File: src/rtl/fcst_pkg.sv
// Shared types and constants of the floor and ceiling span texturer.
`timescale 1ns / 1ps

package fcst_pkg;

  localparam int unsigned STORE_DEPTH = 4096;
  localparam int unsigned STORE_AW    = 12;
  localparam int unsigned DIVISOR_W   = 13;
  localparam int unsigned QUEUE_DEPTH = 4;
  localparam int unsigned CFG_IDX_W   = 3;
  localparam logic [22:0] HALF_MASK   = 23'h7F7F7F;

  localparam logic [1:0] OP_LOAD_FLOOR = 2'd0;
  localparam logic [1:0] OP_LOAD_CEIL  = 2'd1;
  localparam logic [1:0] OP_RENDER     = 2'd2;

  typedef enum logic [CFG_IDX_W-1:0] {
    CFG_POS_X         = 3'd0,
    CFG_POS_Y         = 3'd1,
    CFG_DIR_X         = 3'd2,
    CFG_DIR_Y         = 3'd3,
    CFG_PLANE_X       = 3'd4,
    CFG_PLANE_Y       = 3'd5,
    CFG_SCREEN_WIDTH  = 3'd6,
    CFG_SCREEN_HEIGHT = 3'd7
  } cfg_idx_e;

  typedef enum logic [1:0] {
    CMD_LOAD_FLOOR,
    CMD_LOAD_CEIL,
    CMD_PIXEL
  } cmd_kind_e;

  typedef struct packed {
    logic [1:0]  op;
    logic [11:0] row;
    logic [11:0] column;
    logic [11:0] texel_index;
    logic [23:0] texel_color;
  } in_req_t;

  typedef struct packed {
    logic [11:0] floor_row;
    logic [11:0] ceiling_row;
    logic [11:0] out_column;
    logic [22:0] floor_color;
    logic [22:0] ceiling_color;
    logic        row_last;
  } out_req_t;

  typedef struct packed {
    logic signed [31:0] pos_x;
    logic signed [31:0] pos_y;
    logic signed [31:0] dir_x;
    logic signed [31:0] dir_y;
    logic signed [31:0] plane_x;
    logic signed [31:0] plane_y;
    logic [12:0]        screen_width;
    logic [12:0]        screen_height;
  } cfg_t;

  typedef struct packed {
    cmd_kind_e   kind;
    logic        setup;
    logic [11:0] row;
    logic [11:0] column;
    logic [11:0] ceiling_row;
    logic        row_last;
    logic [11:0] texel_index;
    logic [23:0] texel_color;
  } cmd_t;

endpackage

File: src/rtl/fcst_front.sv
// Front end: classifies incoming requests into queue commands.
`timescale 1ns / 1ps

module fcst_front (
  input  fcst_pkg::in_req_t in_req_i,
  input  logic              in_valid_i,
  input  logic              q_full_i,
  input  fcst_pkg::cfg_t    cfg_i,
  output logic              in_stall_o,
  output logic              q_push_o,
  output fcst_pkg::cmd_t    q_cmd_o
);

  logic [11:0] half;
  logic [12:0] width;
  logic        keep;

  assign half  = cfg_i.screen_height[12:1];
  assign width = (cfg_i.screen_width == 13'd0) ? 13'd1 : cfg_i.screen_width;

  always_comb begin
    keep             = 1'b0;
    q_cmd_o.kind     = fcst_pkg::CMD_PIXEL;
    q_cmd_o.setup    = (in_req_i.column == 12'd0);
    q_cmd_o.row      = in_req_i.row;
    q_cmd_o.column   = in_req_i.column;
    q_cmd_o.ceiling_row = 12'(cfg_i.screen_height - {1'b0, in_req_i.row} - 13'd1);
    q_cmd_o.row_last = ({1'b0, in_req_i.column} == (width - 13'd1));
    q_cmd_o.texel_index = in_req_i.texel_index;
    q_cmd_o.texel_color = in_req_i.texel_color;
    unique case (in_req_i.op)
      fcst_pkg::OP_LOAD_FLOOR: begin
        keep         = 1'b1;
        q_cmd_o.kind = fcst_pkg::CMD_LOAD_FLOOR;
      end
      fcst_pkg::OP_LOAD_CEIL: begin
        keep         = 1'b1;
        q_cmd_o.kind = fcst_pkg::CMD_LOAD_CEIL;
      end
      fcst_pkg::OP_RENDER: begin
        // drop rows at or above the horizon
        keep = (in_req_i.row > half);
      end
      default: begin
        keep = 1'b0;
      end
    endcase
  end

  assign in_stall_o = q_full_i;
  assign q_push_o   = in_valid_i && !q_full_i && keep;

endmodule

File: config.mk
export PLATFORM = sky130hd
export DESIGN_NAME = fcst_front
export DESIGN_NICKNAME = d
export VERILOG_FILES = /design/src/rtl/fcst_pkg.sv /design/src/rtl/fcst_front.sv
export SDC_FILE = /design/constraint.sdc
export NUM_CORES = 1
export LEC_CHECK = 0
export ABC_AREA = 0
export BUFFER_PORTS_ARGS = -buffer_cell sky130_fd_sc_hd__buf_2
export CAP_MARGIN = 0
export CORE_AREA = 8 8 134 136
export DETAILED_ROUTE_END_ITERATION = 7
export DIE_AREA = 0 0 142 144
export PLACE_DENSITY_LB_ADDON = 0.08
export SETUP_SLACK_MARGIN = 0.5
export SYNTH_ARGS = -nofsm -noshare
export SYNTH_HDL_FRONTEND = slang
export SYNTH_SLANG_ARGS = --single-unit
File: constraint.sdc
create_clock -name vclk -period 3.2
set_clock_uncertainty 0.1 [all_clocks]
set_input_delay 0.64 -clock vclk [all_inputs]
set_output_delay 0.64 -clock vclk [all_outputs]
set_load 0.05 [all_outputs]
==> key figures <==
Outcome
  • Status: finished with violations
  • Failing checks: setup timing

Setup path
  • First element of the critical path: in_req_i[48]
  • CP endpoint kind: primary output
  • Standard cell with the maximum stage delay on the critical path: sky130_fd_sc_hd__fa_2
  • Delay of the slowest critical-path stage: 390 ps
  • Cell-by-cell listing of the critical path: buf_12 > inv_12 > ha_4 > fa_2 > a21oi_4 > o21ai_4 > a2111oi_4 > o31ai_2 > a21oi_2 > xnor2_4 > buf_6
  • Critical Path AT: 2650 ps
  • Worst setup SP type: input pin
  • Crit path required time: 2460 ps
  • Maximum fanout encountered on the critical timing path: 2
  • Kind of critical path: input pin to primary output

Drt
  • Total iterations of the first detailed-routing run: 3
  • M1 WL: 3620 µm
  • Detailed-route via count: 1,817
  • Via density per instance: 3.32
  • Routed met2 length: 2610 µm
  • Top layer in use: met4
  • Per-cell routed wire length: 12.4 µm
  • Post-route ant nets: 0
  • Routed wire length: 6780 µm
  • Routed wl met3: 531 µm
  • Residual DRC count: 0
  • Violation count after the first detailed-routing iteration: 31

Power and ir drop
  • Relative contribution of combinational cells to total power: 1.000
  • Net switching power: 0.000404 W
  • Sequential power share: 0
  • Part of the power in the clock network: 0
  • Peak ir drop on the vdd network: 0.120 mV
  • P per Cell Area: 230 nW/µm²
  • Switching part of the total power: 0.571
  • Design internal power: 0.000304 W
  • Static Leak: 1.45 nW
  • Power, Total: 0.000708 W

Die
  • Standard cell core area: 16,100 µm²
  • Die X-Extent: 142 µm
  • Die outline area: 20,400 µm²
  • Number of top-level pins: 360
  • Die Ht: 144 µm
  • Row count: 47
  • Starting utilization of the core area: 0.109

Global routing
  • GR Util All Layers: 0.0624
  • Wire length of the first global-routing pass: 10,400 µm
  • Aggregate global routing overflow: 0
  • Pin count of the biggest net entering global routing: 8
  • Number of antenna violations at the first check in global routing: 0
  • Via count of the first global-routing pass: 1,971

Timing
  • Measured slew at the worst slew-check pin: 559 ps
  • Peak Freq: 295 MHz
  • Final slew viol count: 0
  • Clock period minus final worst setup slack: 3390 ps
  • Final worst path period share: 1.06
  • Fin. Hold Viols: 0
  • Worst path setup slack after routing: -193 ps
  • Setup violation total in the final timing report: 4
  • Relative slew slack: 0.624
  • RSZ-0062 raised after global routing: yes

Yosys
  • Largest area contributor in the netlist: sky130_fd_sc_hd__buf_4
  • Gate count of the mapped netlist: 240
  • Post-Synthesis Net Count: 547
  • Post-synthesis instance area: 1740 µm²
  • Mean post-synth cell area: 7.27 µm²
  • Portion of the post-synthesis area used by sequential elements: 0
  • Top cells by instance count after synthesis: sky130_fd_sc_hd__buf_4 (61), sky130_fd_sc_hd__inv_1 (31), sky130_fd_sc_hd__ha_1 (24)
  • Most numerous cell in the Yosys netlist: sky130_fd_sc_hd__buf_4
  • Area share of the leading cell type in the synthesized netlist: 0.263
  • Main area contributors after synthesis: sky130_fd_sc_hd__buf_4 (26%), sky130_fd_sc_hd__ha_1 (17%), sky130_fd_sc_hd__xnor2_1 (9.0%), sky130_fd_sc_hd__inv_1 (6.7%), sky130_fd_sc_hd__a21oi_1 (3.2%)
  • Number of distinct library cell variants in the gate-level netlist after synthesis: 45
  • Synthesis Warnings: 0

Placement
  • Detailed-placement wirelength estimate: 6270 µm
  • Port Buf Inserts: 96
  • Placer's final routability congestion estimate: 0.711
  • Instance area at placement: 2660 µm²

Cells and area
  • Share of post-route cells with drive strength above 1: 0.634
  • Sequential cell count: 0
  • Nets@finish: 637
  • Number of clock buffer instances in the layout: 0
  • Synth-to-Final Area Change: 76.0%
  • Total inserted antenna cells: 0
  • FF/Latch Area: 0 µm²
  • Final cell area excluding filler cells: 3070 µm²

Worst hold path
  • Path category of the worst min-delay check: input pin to primary output
  • Sink of the worst hold path: q_cmd_o[11]
  • Hold-critical path depth: 0
  • Startpoint of the worst hold path: in_req_i[11]

CTS
  • Hold-fix buffers, CTS: 0

Flow run
  • Max-Cap Viols: 0
[cell type report]
type,count,area [µm²]
fillers,1814,13000
inverters,31,135
multi-input cells,146,1600
well taps,220,275
repair buffers,151,1060
[layout by cell type, fill, tap and decap left out, types with 3 or more instances in the layout]
master	synthesis	routed
sky130_fd_sc_hd__o21ai_2	0	3
sky130_fd_sc_hd__nand4_1	3	3
sky130_fd_sc_hd__inv_1	31	28
sky130_fd_sc_hd__nor4_1	4	3
sky130_fd_sc_hd__nor2_1	10	9
sky130_fd_sc_hd__nor3_1	6	5
sky130_fd_sc_hd__a21oi_2	0	4
sky130_fd_sc_hd__buf_6	0	25
sky130_fd_sc_hd__nand2_1	6	4
sky130_fd_sc_hd__a21oi_1	11	5
sky130_fd_sc_hd__xnor2_4	0	4
sky130_fd_sc_hd__buf_2	1	77
sky130_fd_sc_hd__nor4_4	2	3
sky130_fd_sc_hd__xor2_1	4	4
sky130_fd_sc_hd__xnor2_2	0	5
sky130_fd_sc_hd__o21ai_1	1	5
sky130_fd_sc_hd__a21o_1	4	4
sky130_fd_sc_hd__ha_4	0	10
sky130_fd_sc_hd__ha_1	24	14
sky130_fd_sc_hd__mux2i_1	4	4
sky130_fd_sc_hd__a31oi_1	3	3
sky130_fd_sc_hd__buf_4	61	46
sky130_fd_sc_hd__xnor2_1	18	9
sky130_fd_sc_hd__nor2b_1	3	3
[per-stage QoR]
| stage | hold slack (ps) | worst slack (ps) | std cells | setup TNS [ps] | util |
|---|---|---|---|---|---|
| 5_1_grt | 1180 | -274 | 548 | -919 | 0.191 |
| 4_1_cts | 1180 | -281 | 544 | -598 | 0.187 |
| 3_3_place_gp | 1180 | -474 | 538 | -1260 | 0.166 |
| 2_1_floorplan | 1270 | -73.3 | 240 | -73.3 | - |
| 3_5_place_dp | 1180 | -455 | 538 | -1170 | 0.166 |
| 6_report | 1180 | -193 | 548 | -422 | 0.191 |
[worst max-delay path: cells and delay by family]
kind | cells | cell delay (ps)
adders and majority gates | 2 | 540
xor gates and xnor gates | 1 | 150
AOI/OAI and AO/OA | 5 | 1010
buffers and inverters | 3 | 300
[kinds of logic (layout without fill, tap and decap cells)]
| group | count (synthesis) | after routing | synth area share |
|---|---|---|---|
| adder cells (fa/ha/maj) | 25 | 25 | 0.184 |
| buffers and inverters | 94 | 182 | 0.334 |
| XOR/XNOR | 22 | 22 | 0.110 |
| AND/OR/NAND/NOR | 49 | 49 | 0.171 |
| multiplexers | 4 | 4 | 0.0230 |
| AO/OA/AOI/OAI | 46 | 46 | 0.177 |
[timing repair]
item                                    in CTS  in global routing
pin swaps                                   19                  8
setup buffers                                6                  4
gates resized for setup                     76                  8
endpoints found under the setup margin      12                 10
[power by group through the flow]
stage	Sequential (W)	Clock (W)	Combinational (W)
after global placement	0	0	0.000614
final	0	0	0.000708
after detailed placement	0	0	0.000611
after CTS	0	0	0.000705
after floorplan	0	0	0.000549
after global routing	0	0	0.000759
[routing by layer]
layer / up-vias / global-route usage
li1: 938 / -
met1: 790 / 0.0961
met2: 79 / 0.0876
met3: 10 / 0.0122
met4: 0 / 0.00735
met5: - / 0
[worst max path at each step]
stage,to,slack [ps]
global placement,q_cmd_o[47],-470
global route,q_cmd_o[47],-270
CTS,q_cmd_o[47],-280
finish,q_cmd_o[47],-190
floorplan,q_cmd_o[36],-70
detailed placement,q_cmd_o[47],-450
(Power assumes the default switching activity.)
