--- src/rtl/fcst_pkg.sv ---
// Shared types and constants of the floor and ceiling span texturer.
`timescale 1ns / 1ps

package fcst_pkg;

  localparam int unsigned STORE_DEPTH = 4096;
  localparam int unsigned STORE_AW    = 12;
  localparam int unsigned DIVISOR_W   = 13;
  localparam int unsigned QUEUE_DEPTH = 4;
  localparam int unsigned CFG_IDX_W   = 3;
  localparam logic [22:0] HALF_MASK   = 23'h7F7F7F;

  localparam logic [1:0] OP_LOAD_FLOOR = 2'd0;
  localparam logic [1:0] OP_LOAD_CEIL  = 2'd1;
  localparam logic [1:0] OP_RENDER     = 2'd2;

  typedef enum logic [CFG_IDX_W-1:0] {
    CFG_POS_X         = 3'd0,
    CFG_POS_Y         = 3'd1,
    CFG_DIR_X         = 3'd2,
    CFG_DIR_Y         = 3'd3,
    CFG_PLANE_X       = 3'd4,
    CFG_PLANE_Y       = 3'd5,
    CFG_SCREEN_WIDTH  = 3'd6,
    CFG_SCREEN_HEIGHT = 3'd7
  } cfg_idx_e;

  typedef enum logic [1:0] {
    CMD_LOAD_FLOOR,
    CMD_LOAD_CEIL,
    CMD_PIXEL
  } cmd_kind_e;

  typedef struct packed {
    logic [1:0]  op;
    logic [11:0] row;
    logic [11:0] column;
    logic [11:0] texel_index;
    logic [23:0] texel_color;
  } in_req_t;

  typedef struct packed {
    logic [11:0] floor_row;
    logic [11:0] ceiling_row;
    logic [11:0] out_column;
    logic [22:0] floor_color;
    logic [22:0] ceiling_color;
    logic        row_last;
  } out_req_t;

  typedef struct packed {
    logic signed [31:0] pos_x;
    logic signed [31:0] pos_y;
    logic signed [31:0] dir_x;
    logic signed [31:0] dir_y;
    logic signed [31:0] plane_x;
    logic signed [31:0] plane_y;
    logic [12:0]        screen_width;
    logic [12:0]        screen_height;
  } cfg_t;

  typedef struct packed {
    cmd_kind_e   kind;
    logic        setup;
    logic [11:0] row;
    logic [11:0] column;
    logic [11:0] ceiling_row;
    logic        row_last;
    logic [11:0] texel_index;
    logic [23:0] texel_color;
  } cmd_t;

endpackage

--- src/rtl/fcst_queue.sv ---
// Command queue between front end and back end.
`timescale 1ns / 1ps

module fcst_queue (
  input  logic           clk_i,
  input  logic           rst_ni,
  input  logic           push_i,
  input  fcst_pkg::cmd_t push_cmd_i,
  input  logic           pop_i,
  output fcst_pkg::cmd_t head_o,
  output logic           full_o,
  output logic           empty_o
);

  localparam int unsigned PW = $clog2(fcst_pkg::QUEUE_DEPTH);

  fcst_pkg::cmd_t slots_q [fcst_pkg::QUEUE_DEPTH];
  logic [PW-1:0]  wr_q, rd_q;
  logic [PW:0]    cnt_q;

  assign full_o  = (cnt_q == (PW+1)'(fcst_pkg::QUEUE_DEPTH));
  assign empty_o = (cnt_q == '0);
  assign head_o  = slots_q[rd_q];

  always_ff @(posedge clk_i or negedge rst_ni) begin
    if (!rst_ni) begin
      wr_q  <= '0;
      rd_q  <= '0;
      cnt_q <= '0;
    end else begin
      if (push_i) wr_q <= wr_q + PW'(1);
      if (pop_i)  rd_q <= rd_q + PW'(1);
      if (push_i && !pop_i)      cnt_q <= cnt_q + (PW+1)'(1);
      else if (pop_i && !push_i) cnt_q <= cnt_q - (PW+1)'(1);
    end
  end

  always_ff @(posedge clk_i) begin
    if (push_i) slots_q[wr_q] <= push_cmd_i;
  end

endmodule

--- config.mk ---
export PLATFORM = sky130hd
export DESIGN_NAME = fcst_queue
export DESIGN_NICKNAME = d
export VERILOG_FILES = /design/src/rtl/fcst_pkg.sv /design/src/rtl/fcst_queue.sv
export SDC_FILE = /design/constraint.sdc
export NUM_CORES = 1
export LEC_CHECK = 0
export BUFFER_PORTS_ARGS = -buffer_cell sky130_fd_sc_hd__buf_2
export CAP_MARGIN = 20
export CELL_PAD_IN_SITES_DETAIL_PLACEMENT = 1
export CELL_PAD_IN_SITES_GLOBAL_PLACEMENT = 2
export CORE_MARGIN = 2
export CORE_UTILIZATION = 30
export CTS_BUF_LIST = sky130_fd_sc_hd__clkbuf_8
export DETAILED_ROUTE_END_ITERATION = 10
export GPL_ROUTABILITY_DRIVEN = 0
export PLACE_DENSITY_LB_ADDON = 0.1
export RECOVER_POWER = 25
export SLEW_MARGIN = 20
export SYNTH_ARGS = -nofsm -noshare
export SYNTH_HDL_FRONTEND = slang
export SYNTH_SLANG_ARGS = --single-unit
--- constraint.sdc ---
create_clock -name clk_i -period 3 [get_ports clk_i]
set_clock_uncertainty 0.1 [all_clocks]
set_input_delay 0.15 -clock clk_i [delete_from_list [all_inputs] [get_ports clk_i]]
set_output_delay 0.15 -clock clk_i [all_outputs]
set_load 0.005 [all_outputs]
==> flow_summary.ini, run 1 <==
[synth]
syn_inst = 432
synth_top_cells_by_area = edfxtp_1, mux4_2, dfrtp_1, ha_1, buf_12
syn-mean-instance-area_um2 = 26.32
postSynthRegisterBits = 311
synth_top_flop_cell = edfxtp_1
yosys_warning_count = 0
synth_area_leader = edfxtp_1
net_count_after_synthesis = 518
post_synth_most_frequent_cells = edfxtp_1, mux4_2, buf_2, dfrtp_1, ha_1
synthDominantCellAreaShare_pct = 80.28
asyncSetResetFlopFracSynth_pct = 2.251
number_of_flops_mapped_to_enable_cells_by_yosys = 304
synthMostInstantiatedCell = edfxtp_1
synth_seq_area_share_pct = 81.82
synth.cell_area_mm2 = 0.01137
synth_unique_cells = 21

[setup_path]
critical_path.max_fanout = 26
worst_setup_path_start_kind = flip-flop
end_kind = output pin
worst_path_max_delay_cell = dfrtp_4
cp_slowest_stage_delay_ns = 0.73
timing.critical_path.cells = buf_4 -> mux4_2 -> buf_2
timing.critical_path.required_ns = 2.75
crit_arrival_ns = 2.24
timing.critical_path.from = rd_q[1]$_DFFE_PN0P_
regToRegStartpoint = wr_q[0]$_DFFE_PN0P_
critical_path_class = flip-flop to output pin

[timing]
relative_slew_slack_pct = 61.47
timing.hold.ws_ns = 0.2294
final-setup-viol-count = 0
final.period_utilization_pct = 82.97
timing.setup.tns_ns = 0
worst-slew-pin-transition_ns = 0.5780
finalHoldViolCount = 0
rsz0062_at_grt = false
finalWorstPathRequiredPeriod_ns = 2.489
timing_max_transition_violations_final = 0
max_clock_freq_mhz = 401.8

[floorplan]
initial_core_util_pct = 30.33
core_mm2 = 0.03749
num_io_pins = 158
die_h_um = 198.7
floorplan.rows = 71
floorplan_die_width_um = 198.7
die-area_mm2 = 0.03948

[detailed_routing]
wire_per_inst_um = 19.70
drt.antenna.violating_nets = 0
via_per_inst = 4.336
dr.pass1.iters = 4
routed-via-count = 5515
remaining_drc_errors = 0
detail_route.wirelength_um = 25060
initialDrtViolationCount = 230

[final_layout]
areaGrowthSynthToFinish_pct = 27.64
drive_gt1_share_pct = 35.22
post-route-util_pct = 38.72
num_antenna_cells = 0
final_net_count = 807

[outcome]
run_status = completed

[grt]
track_usage_pct = 13.12
overflow = 0
number_of_antenna_violations_at_the_first_check_in_global_routing = 0
vias_in_the_first_global_route = 6340
first_pass_grt_wire_length_um = 38240
grt_max_degree = 58

[clock_network]
worst_setup_hold_path_clk_slew_ns = 0.06
post-cts-setup-buffers = 0
cts_num_sinks = 311
worstSkewPairLatency_ns = 0.57
ctsHtreeMaxLevel = 2
cts_buffers = 54
cts_tree = done
clk_path_buf_depth = 3
cts_root_buffer = clkbuf_8

[placement]
buffer_ports.inserted = 157
post-dp-hpwl_um = 14790

[job]
drv_cap = 0

[power]
leakage_power_nw = 4.915
power_density_mw_per_mm2 = 891.0
vdd_ir_drop_max_mv = 0.3562

[hold_path]
holdCritPathClass = primary input to flip-flop
worstHoldStart = push_cmd_i[17]
power breakdown:
part	total [mW]	switching [mW]	internal [mW]	leakage, nW
combinational	3.65	1.84	1.81	1.52
sequential	5.97	0.278	5.69	2.87
clock	3.32	1.65	1.67	0.526
total	12.9	3.77	9.17	4.92
through the flow:
| step | power, mW | instance area (um^2) | worst slack [ns] | std cells |
|---|---|---|---|---|
| global route | 13.76 | 14510 | 0.3634 | 1272 |
| CTS | 13.34 | 14570 | 0.3833 | 1272 |
| global placement | 9.753 | 12850 | 1.034 | 1096 |
| finish | 12.93 | 14510 | 0.5109 | 1272 |
| floorplan | 8.211 | 11370 | 0.06815 | 432 |
| detailed placement | 9.844 | 12850 | 1.019 | 1096 |
state kept, by name, summed over array words and instances (netlist names):
name / flops
wr_q: 2
rd_q: 2
slots_q: 304
cnt_q: 3
per-layer routing:
layer  part of all wire, %  GRT usage (%)  routed length (um)  up-vias
li1                      -              -                   -     2443
met1                    43          16.63               10730     2902
met2                    50          21.91               12580      137
met3                   5.1          3.374                1283       33
met4                   1.8          4.533                 458        0
met5                     0              0                   0        -
layout by cell type (no fill, tap or decap), types with 4 or more instances in the layout:
cell type / instances
buf_2: 109
clkinv_1: 18
clkbuf_8: 54
ha_1: 5
buf_4: 8
dlygate4sd3_1: 80
edfxtp_1: 304
clkbuf_1: 48
inv_1: 20
and2_4: 4
dfrtp_1: 5
buf_12: 6
mux4_2: 76
clkinv_2: 5
xor2_1: 4
worst paths after layout:
path / to / slack (ns) / cells past startpoint
worst max register to register: slots_q[0][22]$_DFFE_PP_ / 1.07 / 4
worst min register to register: cnt_q[2]$_DFFE_PN0P_ / 0.40 / 1
min in group asynchronous: rd_q[0]$_DFFE_PN0P_ / 0.46 / 3
worst max-delay path: head_o[72] / 0.51 / 3
worst min-delay path: slots_q[2][17]$_DFFE_PP_ / 0.23 / 2
max in group asynchronous: rd_q[1]$_DFFE_PN0P_ / 2.02 / 3
area by class of cell:
type | instances | area [um^2]
inverters | 4 | 15.01
clock buffers | 54 | 743.2
fillers | 3713 | 22970
multi-input cells | 99 | 1922
well taps | 511 | 639.4
repair buffers | 251 | 1707
clock inverters | 42 | 176.4
flip-flops and latches | 311 | 9311
kinds of logic after synthesis:
logic type | Yosys count | synth area share (%)
adders and majority gates | 6 | 0.7262
and+or+nand+nor | 9 | 0.4291
muxes | 77 | 15.15
xor gates and xnor gates | 6 | 0.4621
AOI/OAI and AO/OA | 1 | 0.04397
buffers and inverters | 22 | 1.364
DFF | 311 | 81.82
critical path: cells and delay by family, from the launching register on:
kind,cells,cell delay [ns]
buffers and inverters,2,0.55
DFF,1,0.73
muxes,1,0.38
repair_timing:
| item | 4_1_cts | 5_1_grt |
|---|---|---|
| hold endpoints to repair | 317 | 0 |
| gates resized for setup | 0 | 0 |
| hold buffers | 80 | 0 |
No activity file was read; power rests on OpenSTA's default activity.
==> run 2, diff against run 1 <==
- clock period: 3 -> 2.4 ns (I/O delays scaled with it)
==> run 2 against run 1 <==
Compared with the run above:
- sequential share of layout area shrank 1.6 points
- register-to-register slack worse by 0.50 ns
- sequential cell count is the same
- die area unchanged
- non-clock buffer count increased by 14
- largest power group unchanged
- highest routed layer unchanged
==> flow_summary.ini, run 2 (synthesized netlist as in run 1, its figures left out) <==
[job]
drv_cap = 0

[setup_path]
crit_arrival_ns = 2.09
critical_path.top_delay_family = multiplexers
worst_setup_path_start_kind = flip-flop
worst_path_max_delay_cell = mux4_2
timing.critical_path.cells = buf_12 -> buf_16 -> mux4_2 -> buf_2
end_kind = output pin
cp_slowest_stage_delay_ns = 0.55
timing.critical_path.buf_inv = 3
critical_path.max_fanout = 16
timing.critical_path.required_ns = 2.18
critical_path_class = flip-flop to output pin

[detailed_routing]
dr.pass1.iters = 4
via_per_inst = 4.375
wire_per_inst_um = 20.09
detail_route.wirelength_um = 25930
routed-via-count = 5648
drt.antenna.violating_nets = 0
initialDrtViolationCount = 194
remaining_drc_errors = 0

[grt]
vias_in_the_first_global_route = 6574
track_usage_pct = 13.48
overflow = 0
first_pass_grt_wire_length_um = 38990
grt_max_degree = 36
number_of_antenna_violations_at_the_first_check_in_global_routing = 0

[floorplan]
num_io_pins = 158
initial_core_util_pct = 30.33
floorplan.rows = 71
die_h_um = 198.7
core_mm2 = 0.03749
die-area_mm2 = 0.03948
floorplan_die_width_um = 198.7

[timing]
finalHoldViolCount = 0
finalWorstPathRequiredPeriod_ns = 2.311
final-setup-viol-count = 0
timing.hold.ws_ns = 0.1809
timing_max_transition_violations_final = 0
final_critical_path_setup_slack_ns = 0.08885
relative_slew_slack_pct = 64.98
worst-slew-pin-transition_ns = 0.5252
final.period_utilization_pct = 96.30
rsz0062_at_grt = true
max_clock_freq_mhz = 432.7

[power]
leakage_power_nw = 5.097
totalPowerFinal_mw = 16.91
vdd_ir_drop_max_mv = 0.4966
power_density_mw_per_mm2 = 1136

[final_layout]
drive_gt1_share_pct = 36.67
fillers = 3660
final_common_cell = edfxtp_1
largest_register_ffs = 304
final_net_count = 821
areaGrowthSynthToFinish_pct = 30.86
regMostFlops = slots_q
largestRegisters = slots_q: 304 flops, cnt_q: 3 flops
most_frequent_cells_in_the_layout = edfxtp_1, buf_2, dlygate4sd3_1, mux4_2, clkbuf_8
num_antenna_cells = 0

[placement]
buffer_ports.inserted = 157
dp_slack_ns = 0.4574
post-dp-hpwl_um = 15550

[clock_network]
ctsHtreeMaxLevel = 2
clk_path_buf_depth = 3
cts_root_buffer = clkbuf_8
cts_tree = done
worstSkewPairLatency_ns = 0.60
cts_buffers = 54
worst_setup_hold_path_clk_slew_ns = 0.06
cts_num_sinks = 311

[outcome]
run_status = completed

[hold_path]
holdCritPathClass = primary input to flip-flop
## run 2: cell types whose count changed in the layout (fill, tap and decap cells not counted), moves of 2 or more
cell / before / now
buf_2: 109 / 112
clkbuf_1: 48 / 45
buf_4: 8 / 6
buf_6: 0 / 2
clkbuf_16: 0 / 2
inv_1: 20 / 23
buf_16: 0 / 2
buf_12: 6 / 16
## run 2: final cells by class
cell class	count	area (um^2)	area share, %
Clock buffer	55	757.0	5.087
Clock inverter	46	212.7	1.429
Inverter	4	15.01	0.1009
Multi-Input combinational cell	99	1922	12.92
Sequential cell	311	9311	62.57
Tap cell	511	639.4	4.297
Timing Repair Buffer	265	2023	13.60
## run 2: path summary, 6_finish.rpt
path	to	startpoint	slack (ns)	cells past startpoint
max	head_o[26]	rd_q[0]$_DFFE_PN0P_	0.09	4
min	slots_q[3][43]$_DFFE_PP_	push_cmd_i[43]	0.18	2
max reg2reg	slots_q[1][16]$_DFFE_PP_	wr_q[1]$_DFFE_PN0P_	0.57	4
min reg2reg	cnt_q[2]$_DFFE_PN0P_	cnt_q[2]$_DFFE_PN0P_	0.39	1
max in group asynchronous	rd_q[0]$_DFFE_PN0P_	rst_ni	1.46	3
min in group asynchronous	cnt_q[0]$_DFFE_PN0P_	rst_ni	0.43	3
## run 2: power breakdown
part	internal (mW)	total, mW	switching, mW	leakage (nW)
registers	7.11	7.42	0.307	2.87
clock network	2.23	4.32	2.09	0.560
logic	2.69	5.18	2.48	1.66
total	12.0	16.9	4.88	5.10
## run 2: per-layer routing
metal	GRT usage [%]	part of all wire, %
met3	4.120	5.3
met2	23.39	52
met5	0	0
met1	15.88	41
met4	4.671	2.1
## run 2: worst register-to-register path, stage by stage (launching register included)
cell	delay (ns)
dfrtp_1	0.41
inv_1	0.11
ha_1	0.15
and2_4	0.48
buf_4	0.28
## run 2: per-stage QoR
step / cells / setup TNS (ns) / util [%] / instance area (um^2)
final: 1291 / 0 / 39.69 / 14880
after global routing: 1291 / -0.1486 / 39.69 / 14880
after CTS: 1289 / -0.01007 / 39.68 / 14880
after detailed placement: 1102 / 0 / 34.74 / 13020
after global placement: 1102 / 0 / 34.74 / 13020
after floorplan: 432 / 0 / - / 11380
## run 2: what timing repair did
action	4_1_cts	5_1_grt
cloned	0	2
endpoints found under the hold margin	318	0
gates resized for setup	1	2
setup endpoints to repair	72	30
hold buffers	80	0
setup buffers	6	0
==> run 3, diff against run 2 <==
- ABC_AREA: default -> 1
- CORE_ASPECT_RATIO: default -> 0.6
==> run 3 against run 2 <==
Compared with the run above:
- via count is 38% higher
- register-to-register slack better by 0.12 ns
- critical path depth stayed put
- sequential power hardly changed
- power is 13% higher
- die area is 17% higher
- largest cell class unchanged
- largest power group unchanged
- highest routed layer is now met5
==> flow_summary.ini, run 3 <==
[synth]
synth.cell_area_mm2 = 0.01336
yosys_warning_count = 0
synth_top_flop_cell = edfxtp_1
postSynthRegisterBits = 311
number_of_flops_mapped_to_enable_cells_by_yosys = 304
synth_unique_cells = 22
synthDominantCellAreaShare_pct = 68.35
post_synth_most_frequent_cells = edfxtp_1, nand2_1, inv_1, o211ai_2
syn_inst = 935
asyncSetResetFlopFracSynth_pct = 2.251
synth_top_cells_by_area = edfxtp_1, o211ai_2, nand2_1, inv_1, buf_6
synth_area_leader = edfxtp_1
net_count_after_synthesis = 1021
synth_seq_area_share_pct = 69.66
syn-mean-instance-area_um2 = 14.29
synthMostInstantiatedCell = edfxtp_1

[power]
power_density_mw_per_mm2 = 1162
leakage_power_nw = 6.562
totalPowerFinal_mw = 19.09
vdd_ir_drop_max_mv = 0.8364

[timing]
finalWorstPathRequiredPeriod_ns = 2.213
max_clock_freq_mhz = 451.9
relative_slew_slack_pct = 60.85
final-setup-viol-count = 0
timing_max_transition_violations_final = 0
worst-slew-pin-transition_ns = 0.5872
rsz0062_at_grt = false
timing.setup.tns_ns = 0
finalHoldViolCount = 0
final.period_utilization_pct = 92.20

[final_layout]
final_common_cell = edfxtp_1
num_antenna_cells = 0
areaGrowthSynthToFinish_pct = 23.04
drive_gt1_share_pct = 27.40
most_frequent_cells_in_the_layout = edfxtp_1, nand2_1, inv_1, o211ai_2, buf_2
final_net_count = 1295
largest_register_ffs = 304
regMostFlops = slots_q
largestRegisters = slots_q: 304 flops, cnt_q: 3 flops

[detailed_routing]
wire_per_inst_um = 17.52
dr.pass1.iters = 4
via_per_inst = 4.263
routed-via-count = 7789
drt.antenna.violating_nets = 0
initialDrtViolationCount = 365
detail_route.wirelength_um = 32000
remaining_drc_errors = 0

[setup_path]
timing.critical_path.required_ns = 2.18
crit_arrival_ns = 1.99
regToRegStartpoint = wr_q[1]$_DFFE_PN0P_
rr_worst_depth = 5
critical_path.max_fanout = 76
worst_setup_path_start_kind = flip-flop
r2r_end = slots_q[0][69]$_DFFE_PP_
r2r_slack_ns = 0.69
timing.critical_path.from = rd_q[1]$_DFFE_PN0P_
cp-endpoint = head_o[65]
critical_path_class = flip-flop to output pin
end_kind = output pin

[grt]
vias_in_the_first_global_route = 8374
first_pass_grt_wire_length_um = 50270
overflow = 0
grt_max_degree = 77
track_usage_pct = 14.05
number_of_antenna_violations_at_the_first_check_in_global_routing = 1

[job]
drv_cap = 0

[clock_network]
worst_setup_hold_path_clk_slew_ns = 0.06
cts_buffers = 52
cts_root_buffer = clkbuf_8
clk_path_buf_depth = 3
cts_num_sinks = 311
cts_tree = done
worstSkewPairLatency_ns = 0.57
ctsHtreeMaxLevel = 2

[floorplan]
initial_core_util_pct = 30.61
die_h_um = 167.4
num_io_pins = 158
floorplan_die_width_um = 276.4
die-area_mm2 = 0.04628
core_mm2 = 0.04363
floorplan.rows = 59

[outcome]
run_status = completed

[placement]
buffer_ports.inserted = 157
post-dp-hpwl_um = 18670

[hold_path]
holdCritPathClass = primary input to flip-flop
run 3: changes by cell type in the layout (fill, tap and decap cells not counted), sizes merged, moves of 76 or more:
cell	change
o211ai	+152
nand2	+239
mux4	-76
inv	+155
run 3: kinds of logic (layout without fill, tap and decap cells):
logic type | count (synthesis) | in the layout | synth area share, %
AO/OA/AOI/OAI | 153 | 153 | 13.56
XOR/XNOR | 4 | 4 | 0.2623
adder cells (fa/ha/maj) | 6 | 6 | 0.6183
buffers and inverters | 216 | 529 | 8.965
flip-flops | 311 | 311 | 69.66
AND/OR/NAND/NOR | 245 | 245 | 6.932
run 3: layout make-up:
type / instances / area, um^2
fillers: 4644 / 27190
flip-flops and latches: 311 / 9311
multi-input cells: 408 / 2855
repair buffers: 272 / 1984
clock buffers: 54 / 743.2
well taps: 579 / 724.4
inverters: 164 / 633.1
clock inverters: 39 / 182.7
run 3: repair_timing:
item / 4_1_cts / 5_1_grt
hold buffers: 80 / 0
endpoints found under the hold margin: 317 / 0
buffers inserted: 1 / 4
gates resized for setup: 0 / 3
pin swaps: 0 / 0
endpoints found under the setup margin: 23 / 8
run 3: routing by layer:
| layer | up-vias | global-route usage, % | part of all wire, % | routed length [um] |
|---|---|---|---|---|
| met5 | - | 0 | 0.041 | 13 |
| met4 | 2 | 3.516 | 1.6 | 515 |
| met3 | 50 | 3.167 | 4.0 | 1277 |
| met2 | 126 | 22.55 | 46 | 14660 |
| met1 | 3805 | 19.31 | 49 | 15530 |
| li1 | 3806 | - | - | - |
run 3: worst min-delay path by stage:
stage / startpoint / end / slack (ns) / cells after the start
finish: pop_i / rd_q[0]$_DFFE_PN0P_ / 0.20 / 3
global route: pop_i / rd_q[0]$_DFFE_PN0P_ / 0.18 / 3
CTS: push_cmd_i[7] / slots_q[3][7]$_DFFE_PP_ / 0.11 / 2
detailed placement: rst_ni / cnt_q[2]$_DFFE_PN0P_ / -0.11 / 1
global placement: rst_ni / cnt_q[2]$_DFFE_PN0P_ / -0.10 / 1
floorplan: rst_ni / cnt_q[0]$_DFFE_PN0P_ / -0.28 / 0
run 3: critical path, stage by stage (launching register included):
cell and delay (ns):
dfrtp_4 0.45, buf_16 0.47, o211ai_1 0.18, nand2_1 0.14, buf_2 0.13
run 3: power by group:
| group | switching (mW) | internal [mW] |
|---|---|---|
| Sequential | 0.328 | 7.12 |
| Clock | 2.14 | 2.18 |
| Combinational | 4.48 | 2.84 |
run 3: per-stage QoR:
stage | util (%) | hold slack (ns) | setup WS (ns) | instances | instance area, um^2
final | 37.67 | 0.2028 | 0.1871 | 1827 | 16430
after global routing | 37.67 | 0.1752 | 0.01444 | 1827 | 16430
after CTS | 37.68 | 0.1078 | 0.0008475 | 1823 | 16440
after detailed placement | 33.69 | -0.1096 | 0.6105 | 1649 | 14700
after global placement | 33.69 | -0.1032 | 0.6493 | 1649 | 14700
after floorplan | - | -0.2756 | 0.08385 | 935 | 13370
